[config.mk]
export PLATFORM = sky130hd
export DESIGN_NAME = dds_modulation_word_mapper
export DESIGN_NICKNAME = d
export VERILOG_FILES = /design/src/dmwm_pkg.sv /design/src/dmwm_map.sv /design/src/dds_modulation_word_mapper.sv
export SDC_FILE = /design/constraint.sdc
export NUM_CORES = 2
export LEC_CHECK = 0
export BUFFER_PORTS_ARGS = -buffer_cell sky130_fd_sc_hd__clkbuf_2
export CELL_PAD_IN_SITES_DETAIL_PLACEMENT = 0
export CELL_PAD_IN_SITES_GLOBAL_PLACEMENT = 1
export CORE_AREA = 2 2 359 361
export CTS_CLUSTER_SIZE = 10
export DETAILED_ROUTE_END_ITERATION = 12
export DIE_AREA = 0 0 361 363
export PLACE_DENSITY_LB_ADDON = 0.1
export SETUP_SLACK_MARGIN = 0.3
export SYNTH_ARGS = -nofsm -noshare
export SYNTH_HDL_FRONTEND = slang
export SYNTH_SLANG_ARGS = --single-unit
[constraint.sdc]
create_clock -name clk -period 19.5 [get_ports clk]
set_input_delay 1.95 -clock clk [delete_from_list [all_inputs] [get_ports clk]]
set_output_delay 1.95 -clock clk [all_outputs]
set_load 0.01 [all_outputs]
[src/dmwm_pkg.sv]
// ----------------------------------------------------------------------------
// dmwm_pkg: shared types and constants of the modulation word mapper
// Register codes, mode codes, configuration and result structs.
// ----------------------------------------------------------------------------
package dmwm_pkg;

  localparam int PHASE_BITS = 14;
  localparam int PW_BITS    = 4 * PHASE_BITS;
  localparam int FREQ_BITS  = 32;
  localparam int AMP_BITS   = 10;
  localparam int MSK_BITS   = FREQ_BITS + PHASE_BITS + 1;

  localparam logic [PHASE_BITS-1:0] PH_MID    = {1'b1, {(PHASE_BITS-1){1'b0}}};
  localparam logic [PHASE_BITS-1:0] PH_MID_M1 = {1'b0, {(PHASE_BITS-1){1'b1}}};
  localparam logic [AMP_BITS-1:0]   AMP_MAX   = {AMP_BITS{1'b1}};

  typedef enum logic [3:0] {
    MODE_OFF     = 4'd0,
    MODE_CW      = 4'd1,
    MODE_FSK     = 4'd2,
    MODE_ASK     = 4'd3,
    MODE_GFSK    = 4'd4,
    MODE_MSK     = 4'd5,
    MODE_QPSK    = 4'd6,
    MODE_FOURFSK = 4'd7,
    MODE_AM      = 4'd8,
    MODE_FM      = 4'd9,
    MODE_BPSK    = 4'd10
  } mode_t;

  typedef enum logic [2:0] {
    REG_MODE      = 3'd0,
    REG_FREQ_LOW  = 3'd1,
    REG_FREQ_HIGH = 3'd2,
    REG_PHASE     = 3'd3,
    REG_AMP_PRI   = 3'd4,
    REG_AMP_SEC   = 3'd5,
    REG_DEVIATION = 3'd6,
    REG_MSK_STEP  = 3'd7
  } reg_idx_t;

  typedef struct packed {
    logic [3:0]            mode;
    logic [63:0]           freq_lo;
    logic [63:0]           freq_hi;
    logic [PW_BITS-1:0]    phase_words;
    logic [AMP_BITS-1:0]   amp_pri;
    logic [AMP_BITS-1:0]   amp_sec;
    logic [FREQ_BITS-1:0]  deviation;
    logic [PHASE_BITS-1:0] msk_step;
  } cfg_t;

  typedef struct packed {
    logic [FREQ_BITS-1:0]  gauss;
    logic [PHASE_BITS-1:0] msk_acc;
  } state_t;

  typedef struct packed {
    logic                  valid_res;
    logic [FREQ_BITS-1:0]  freq_word;
    logic [AMP_BITS-1:0]   amp_word;
    logic [PHASE_BITS-1:0] phase_word;
  } res_t;

endpackage

[src/dmwm_map.sv]
// ----------------------------------------------------------------------------
// dmwm_map: symbol to frequency/amplitude/phase word mapping
// Combinational mode mux with GFSK filter and MSK triangle scaling.
// ----------------------------------------------------------------------------
module dmwm_map (
  input  dmwm_pkg::cfg_t                     cfg,
  input  logic [1:0]                         symbol,
  input  dmwm_pkg::state_t                   st,
  output dmwm_pkg::res_t                     res,
  output dmwm_pkg::state_t                   st_nxt
);

  logic [dmwm_pkg::PHASE_BITS-1:0] ph_ent [4];
  logic [dmwm_pkg::FREQ_BITS-1:0]  fr_ent [4];

  always_comb begin
    for (int i = 0; i < 4; i++) begin
      ph_ent[i] = cfg.phase_words[i*dmwm_pkg::PHASE_BITS +: dmwm_pkg::PHASE_BITS];
    end
  end

  assign fr_ent[0] = cfg.freq_lo[31:0];
  assign fr_ent[1] = cfg.freq_lo[63:32];
  assign fr_ent[2] = cfg.freq_hi[31:0];
  assign fr_ent[3] = cfg.freq_hi[63:32];

  // gfsk: y = (3*y + target) / 4, toward zero
  logic signed [31:0] g_cur;
  logic signed [31:0] g_tgt;
  logic signed [34:0] g_sum;
  logic signed [34:0] g_bias;
  logic signed [34:0] g_new;

  always_comb begin
    g_cur  = st.gauss;
    g_tgt  = symbol[0] ? cfg.deviation : (32'd0 - cfg.deviation);
    g_sum  = (35'(g_cur) <<< 1) + 35'(g_cur) + 35'(g_tgt);
    g_bias = g_sum + (g_sum[34] ? 35'sd3 : 35'sd0);
    g_new  = g_bias >>> 2;
  end

  // msk: deviation * triangle(phase) / PH_MID, toward zero
  logic [dmwm_pkg::PHASE_BITS-1:0]        m_acc;
  logic [dmwm_pkg::PHASE_BITS-1:0]        m_tri;
  logic signed [dmwm_pkg::PHASE_BITS:0]   m_tri_s;
  logic signed [31:0]                     m_dev;
  logic signed [dmwm_pkg::MSK_BITS-1:0]   m_prod;
  logic signed [dmwm_pkg::MSK_BITS-1:0]   m_bias;
  logic signed [dmwm_pkg::MSK_BITS-1:0]   m_q;

  always_comb begin
    m_acc   = st.msk_acc + cfg.msk_step;
    m_tri   = (m_acc < dmwm_pkg::PH_MID) ? (dmwm_pkg::PH_MID - m_acc)
                                         : (m_acc - dmwm_pkg::PH_MID);
    m_tri_s = signed'({1'b0, m_tri});
    m_dev   = cfg.deviation;
    m_prod  = dmwm_pkg::MSK_BITS'(m_dev) * dmwm_pkg::MSK_BITS'(m_tri_s);
    m_bias  = m_prod + (m_prod[dmwm_pkg::MSK_BITS-1]
                        ? dmwm_pkg::MSK_BITS'(signed'({1'b0, dmwm_pkg::PH_MID_M1}))
                        : dmwm_pkg::MSK_BITS'(0));
    m_q     = m_bias >>> (dmwm_pkg::PHASE_BITS - 1);
  end

  // am: center +/- delta, clamped
  logic [11:0] a_sum;
  logic [dmwm_pkg::AMP_BITS-1:0] a_clip;

  always_comb begin
    a_sum = symbol[0] ? ({2'b00, cfg.amp_pri} + {2'b00, cfg.amp_sec})
                      : ({2'b00, cfg.amp_pri} - {2'b00, cfg.amp_sec});
    if (a_sum[11]) begin
      a_clip = '0;
    end else if (a_sum[10]) begin
      a_clip = dmwm_pkg::AMP_MAX;
    end else begin
      a_clip = a_sum[9:0];
    end
  end

  always_comb begin
    res.valid_res  = 1'b1;
    res.freq_word  = '0;
    res.amp_word   = cfg.amp_pri;
    res.phase_word = '0;
    st_nxt         = st;
    unique case (cfg.mode)
      dmwm_pkg::MODE_CW: begin
        res.freq_word = fr_ent[0];
      end
      dmwm_pkg::MODE_FSK: begin
        res.freq_word = fr_ent[{1'b0, symbol[0]}];
      end
      dmwm_pkg::MODE_ASK: begin
        res.freq_word = fr_ent[0];
        res.amp_word  = symbol[0] ? cfg.amp_pri : cfg.amp_sec;
      end
      dmwm_pkg::MODE_GFSK: begin
        st_nxt.gauss  = g_new[31:0];
        res.freq_word = fr_ent[0] + g_new[31:0];
      end
      dmwm_pkg::MODE_MSK: begin
        st_nxt.msk_acc = m_acc;
        res.freq_word  = fr_ent[0] + m_q[31:0];
      end
      dmwm_pkg::MODE_QPSK: begin
        res.freq_word  = fr_ent[0];
        res.phase_word = ph_ent[symbol];
      end
      dmwm_pkg::MODE_FOURFSK: begin
        res.freq_word = fr_ent[symbol];
      end
      dmwm_pkg::MODE_AM: begin
        res.freq_word = fr_ent[0];
        res.amp_word  = a_clip;
      end
      dmwm_pkg::MODE_FM: begin
        res.freq_word = symbol[0] ? (fr_ent[0] + cfg.deviation)
                                  : (fr_ent[0] - cfg.deviation);
      end
      dmwm_pkg::MODE_BPSK: begin
        res.freq_word  = fr_ent[0];
        res.phase_word = ph_ent[{1'b0, symbol[0]}];
      end
      default: begin
        res.valid_res = 1'b0;
        res.amp_word  = '0;
      end
    endcase
  end

endmodule

[src/dds_modulation_word_mapper.sv]
// ----------------------------------------------------------------------------
// dds_modulation_word_mapper: per-channel DDS modulation word mapper
// Maps each 2-bit symbol to frequency, amplitude and phase words.
// ----------------------------------------------------------------------------
//  channel | ports                                   | handshake
//  --------+-----------------------------------------+-----------------------
//  input   | in_symbol                               | in_valid / in_stall
//  result  | out_valid_res, out_freq_word,           | out_valid / out_stall
//          | out_amp_word, out_phase_word            |
//  config  | cfg_index, cfg_data                     | cfg_valid / cfg_ready
//
//  One word per cycle sustained while out_stall is low; each word passes the
//  input register, then mapping logic into the result register.
//  The MSK multiply-add and GFSK filter sit between those two registers.
//  A stalled result holds; the input register keeps taking words while the
//  result register is free or being drained.
//  Reset clears the valid flags, configuration and filter/accumulator state;
//  cfg_ready rises the cycle after.
// ----------------------------------------------------------------------------
module dds_modulation_word_mapper (
  input  logic                                clk,
  input  logic                                rst_n,
  input  logic                                in_valid,
  output logic                                in_stall,
  input  logic [1:0]                          in_symbol,
  output logic                                out_valid,
  input  logic                                out_stall,
  output logic                                out_valid_res,
  output logic [dmwm_pkg::FREQ_BITS-1:0]      out_freq_word,
  output logic [dmwm_pkg::AMP_BITS-1:0]       out_amp_word,
  output logic [dmwm_pkg::PHASE_BITS-1:0]     out_phase_word,
  input  logic                                cfg_valid,
  output logic                                cfg_ready,
  input  logic [2:0]                          cfg_index,
  input  logic [63:0]                         cfg_data
);

  dmwm_pkg::cfg_t   cfg_r;
  dmwm_pkg::state_t st_r;
  dmwm_pkg::state_t st_nxt;
  dmwm_pkg::res_t   res_nxt;
  dmwm_pkg::res_t   res_r;

  logic       cfg_ready_r;
  logic       s1_valid_r;
  logic [1:0] s1_sym_r;
  logic       out_valid_r;
  logic       out_take;
  logic       s1_go;
  logic       in_acc;

  assign out_take = !out_valid_r || !out_stall;
  assign s1_go    = s1_valid_r && out_take;
  assign in_stall = s1_valid_r && !out_take;
  assign in_acc   = in_valid && !in_stall;

  dmwm_map u_map (
    .cfg    (cfg_r),
    .symbol (s1_sym_r),
    .st     (st_r),
    .res    (res_nxt),
    .st_nxt (st_nxt)
  );

  always_ff @(posedge clk) begin
    if (!rst_n) begin
      cfg_ready_r <= 1'b0;
      cfg_r       <= '0;
    end else begin
      cfg_ready_r <= 1'b1;
      if (cfg_valid && cfg_ready_r) begin
        unique case (cfg_index)
          dmwm_pkg::REG_MODE:      cfg_r.mode        <= cfg_data[3:0];
          dmwm_pkg::REG_FREQ_LOW:  cfg_r.freq_lo     <= cfg_data;
          dmwm_pkg::REG_FREQ_HIGH: cfg_r.freq_hi     <= cfg_data;
          dmwm_pkg::REG_PHASE:     cfg_r.phase_words <= cfg_data[dmwm_pkg::PW_BITS-1:0];
          dmwm_pkg::REG_AMP_PRI:   cfg_r.amp_pri     <= cfg_data[dmwm_pkg::AMP_BITS-1:0];
          dmwm_pkg::REG_AMP_SEC:   cfg_r.amp_sec     <= cfg_data[dmwm_pkg::AMP_BITS-1:0];
          dmwm_pkg::REG_DEVIATION: cfg_r.deviation   <= cfg_data[dmwm_pkg::FREQ_BITS-1:0];
          dmwm_pkg::REG_MSK_STEP:  cfg_r.msk_step    <= cfg_data[dmwm_pkg::PHASE_BITS-1:0];
        endcase
      end
    end
  end

  always_ff @(posedge clk) begin
    if (!rst_n) begin
      s1_valid_r  <= 1'b0;
      out_valid_r <= 1'b0;
      st_r        <= '0;
    end else begin
      if (out_take) begin
        out_valid_r <= s1_valid_r;
      end
      if (s1_go) begin
        st_r <= st_nxt;
      end
      if (in_acc) begin
        s1_valid_r <= 1'b1;
      end else if (s1_go) begin
        s1_valid_r <= 1'b0;
      end
    end
  end

  always_ff @(posedge clk) begin
    if (in_acc) begin
      s1_sym_r <= in_symbol;
    end
    if (s1_go) begin
      res_r <= res_nxt;
    end
  end

  assign cfg_ready      = cfg_ready_r;
  assign out_valid      = out_valid_r;
  assign out_valid_res  = res_r.valid_res;
  assign out_freq_word  = res_r.freq_word;
  assign out_amp_word   = res_r.amp_word;
  assign out_phase_word = res_r.phase_word;

endmodule

==> impl_metrics.ini <==
[layout]
fillerInstances = 13530
nets = 5320
stdcell_area_um2 = 41780
multi_input_area_um2 = 27170
area_growth_syn_to_layout_pct = 10.41
final_layout_size_suffix_gt1_frac = 0.07370
seqCellArea_um2 = 7838

[die]
num_io_pins = 134
die_x_um = 361
dieArea_um2 = 131000
start_util = 0.2979
num_rows = 131
fp.coreArea_um2 = 127000
chipHeight_um = 363

[detailed_routing]
drc = 0
wl_per_cell_um = 21.61
wl_mm = 135.6
vias = 31110
dr.pass1.iters = 8
vias_per_cell = 4.957
drtIter0Drc = 1871
ant_nets = 0

[clock_network]
cts_resized = 0
cts_buffer_depth = 3
post_cts_buffers = 0
cts.clk_slew.worst_paths_ns = 0.06
clock-sinks = 362
cts_max_level = 2
clkLatencyLatePin_ns = 0.59
clock-root-buffer = clkbuf_16
holdBufCountCts = 0
cts_tree = done
numCtsBuffers = 45

[power]
ir_drop_mv = 0.05741
p_leak_nw = 18.22
p_total_mw = 1.932
p_per_area_nw_per_um2 = 46.25

[sta]
slew_violations = 0
setup_tns_ns = 0
timing.fmax_mhz = 60.15
hold_viol_final = 0
worst_slew_pin_slew_ns = 1.184
finClkSkew_ns = 0.01659
slew_headroom = 0.2095
setup_slack_ns = 2.874
finalSetupViolations = 0
rsz0062_at_grt = false
period_needed_ns = 16.63
period_share = 0.8526

[synthesis]
synth_area_per_cell_um2 = 8.259
synth_top_area_frac = 0.2359
synth_xor_area_frac = 0.04758
yosysSeqAreaShare = 0.2071
ys_ff_latch = 362
synthMuxAreaShare = 0.02023
synth.largest_area_cell = fa_1
synth-simple-area-share = 0.1887
synth_edf_count = 59
synth-compound-area-share = 0.1493
synth_ff_type = dfxtp_1
ys_warn_count = 0
async_flop_share = 0
synth_fa_ha_area_frac = 0.3077
syn-cell-area_um2 = 37840
syn-num-nets = 5319
ys_types = 92
synthCells = 4582
synth_top_family_by_area = adder cells
synth.area.top_cells = fa_1 (24%), dfxtp_1 (16%), nand2_1 (8.9%), ha_1 (7.2%), inv_1 (5.3%)

[global_route]
grt_pass1_wl_mm = 208.4
grt_overflow = 0
track_usage = 0.2080
grt_pass1_vias = 32380
antenna_found_initial = 3
grt_max_degree = 131

[setup_path]
worstPathRequired_ns = 19.95
cp-start-kind = flop
cp_slowest_cell = a2111oi_1
critical-path-max-stage-delay_ns = 0.75
critical_path.endpoint_type = flop
crit_top_cell = a21oi_1
worstPathMaxFanout = 16
cp_top_family = compound AO/OA/AOI/OAI gates
crit_buf_inv = 6
path_class = reg2reg
cp.arrival_ns = 17.08

[place]
place_area_um2 = 40380
routabilityCongestion = 0.8427
io_buffers = 133
dp_hpwl_mm = 103.6
dp_slack_ns = 2.668

[outcome]
status = completed

[worst_hold_path]
hp-class = reg2reg

[flow_run]
maxCapViolations = 0
==> state kept, by name (all words and copies together) (netlist names) <==
signal / count
st_r: 46
s1_valid_r: 1
out_phase_word: 14
out_freq_word: 32
cfg_ready: 1
out_amp_word: 10
out_valid_res: 1
cfg_r: 254
out_valid: 1
s1_sym_r: 2
==> cells in the final DEF, fill, tap and decap left out, types with 41 or more instances in the layout <==
master and instances:
xor2_1 68, a21oi_1 399, o21ai_0 113, and2_1 135
xnor2_1 124, buf_4 80, a211oi_1 46, nor2b_1 51
inv_1 533, fa_1 446, nand3_1 41, nor2_1 220
nor3_1 58, clkbuf_2 133, a21o_1 52, dfxtp_1 303
edfxtp_1 59, ha_1 217, mux2i_1 71, clkbuf_16 47
nand2_1 895
==> tightest hold or removal path, stage by stage (launching register included) <==
cell and delay, ns:
dfxtp_1 0.31, nand2_1 0.05, a21oi_1 0.05
==> metrics by stage <==
stage                     hold WS (ns)  std cells    util
after floorplan                 0.4329       4582       -
after global placement          0.4387       6198  0.3179
after detailed placement        0.4456       6198  0.3179
after CTS                       0.4537       6275  0.3289
after global routing            0.4678       6275  0.3289
final                           0.4537       6276  0.3289
==> layer usage <==
layer / share of wire / global-route usage / up-vias / routed length (um)
met4: 0.030 / 0.05997 / 0 / 4121
li1: - / - / 15000 / -
met3: 0.031 / 0.01760 / 132 / 4136
met5: 0 / 0 / - / 0
met1: 0.48 / 0.2900 / 15420 / 64770
met2: 0.46 / 0.3435 / 554 / 62560
==> where the power goes <==
group          internal [mW]  leakage (nW)  switching, mW  total, mW
registers              0.771          3.01         0.0100      0.781
logic                  0.100          14.5          0.221      0.321
clock network          0.483         0.679          0.347      0.830
==> worst paths after layout <==
kind	depth (start not counted)	to	slack (ns)	from
setup / recovery	63	out_freq_word[30]$_DFFE_PP_	2.87	cfg_r[0]$_SDFFE_PN0P_
setup reg to reg	63	out_freq_word[30]$_DFFE_PP_	2.87	cfg_r[0]$_SDFFE_PN0P_
hold reg to reg	2	cfg_r[167]$_SDFFE_PN0P_	0.45	cfg_r[167]$_SDFFE_PN0P_
hold / removal	2	cfg_r[167]$_SDFFE_PN0P_	0.45	cfg_r[167]$_SDFFE_PN0P_
==> layout make-up <==
| class | count | area share |
|---|---|---|
| diodes | 1 | 0.00005989 |
| flip-flops and latches | 362 | 0.1876 |
| clock buffers | 71 | 0.03126 |
| well taps | 1662 | 0.04977 |
| clock inverters | 6 | 0.002276 |
| inverters | 536 | 0.04833 |
| multi-input cells | 3425 | 0.6504 |
| repair buffers | 213 | 0.03031 |
==> cell usage after synthesis (all sizes together) (22+ instances only) <==
cell      n
a222oi   32
inv     535
a21o     52
nor3     62
ha      217
mux2i    72
nand2   896
clkbuf  234
o21bai   22
a211oi   46
or3      23
buf      25
nor2    227
and2    137
a22o     29
dfxtp   303
nor2b    51
fa      446
edfxtp   59
a21oi   400
nand3    41
o21ai   119
and3     28
xor2     71
xnor2   132
nand2b   33
==> logic make-up after synthesis <==
group                      Yosys count
AOI/OAI and AO/OA                  890
xor gates and xnor gates           204
adders and majority gates          663
buffers and inverters              795
DFF                                362
muxes                               76
and+or+nand+nor                   1592
Note: power is estimated with default switching activity, not from simulation.
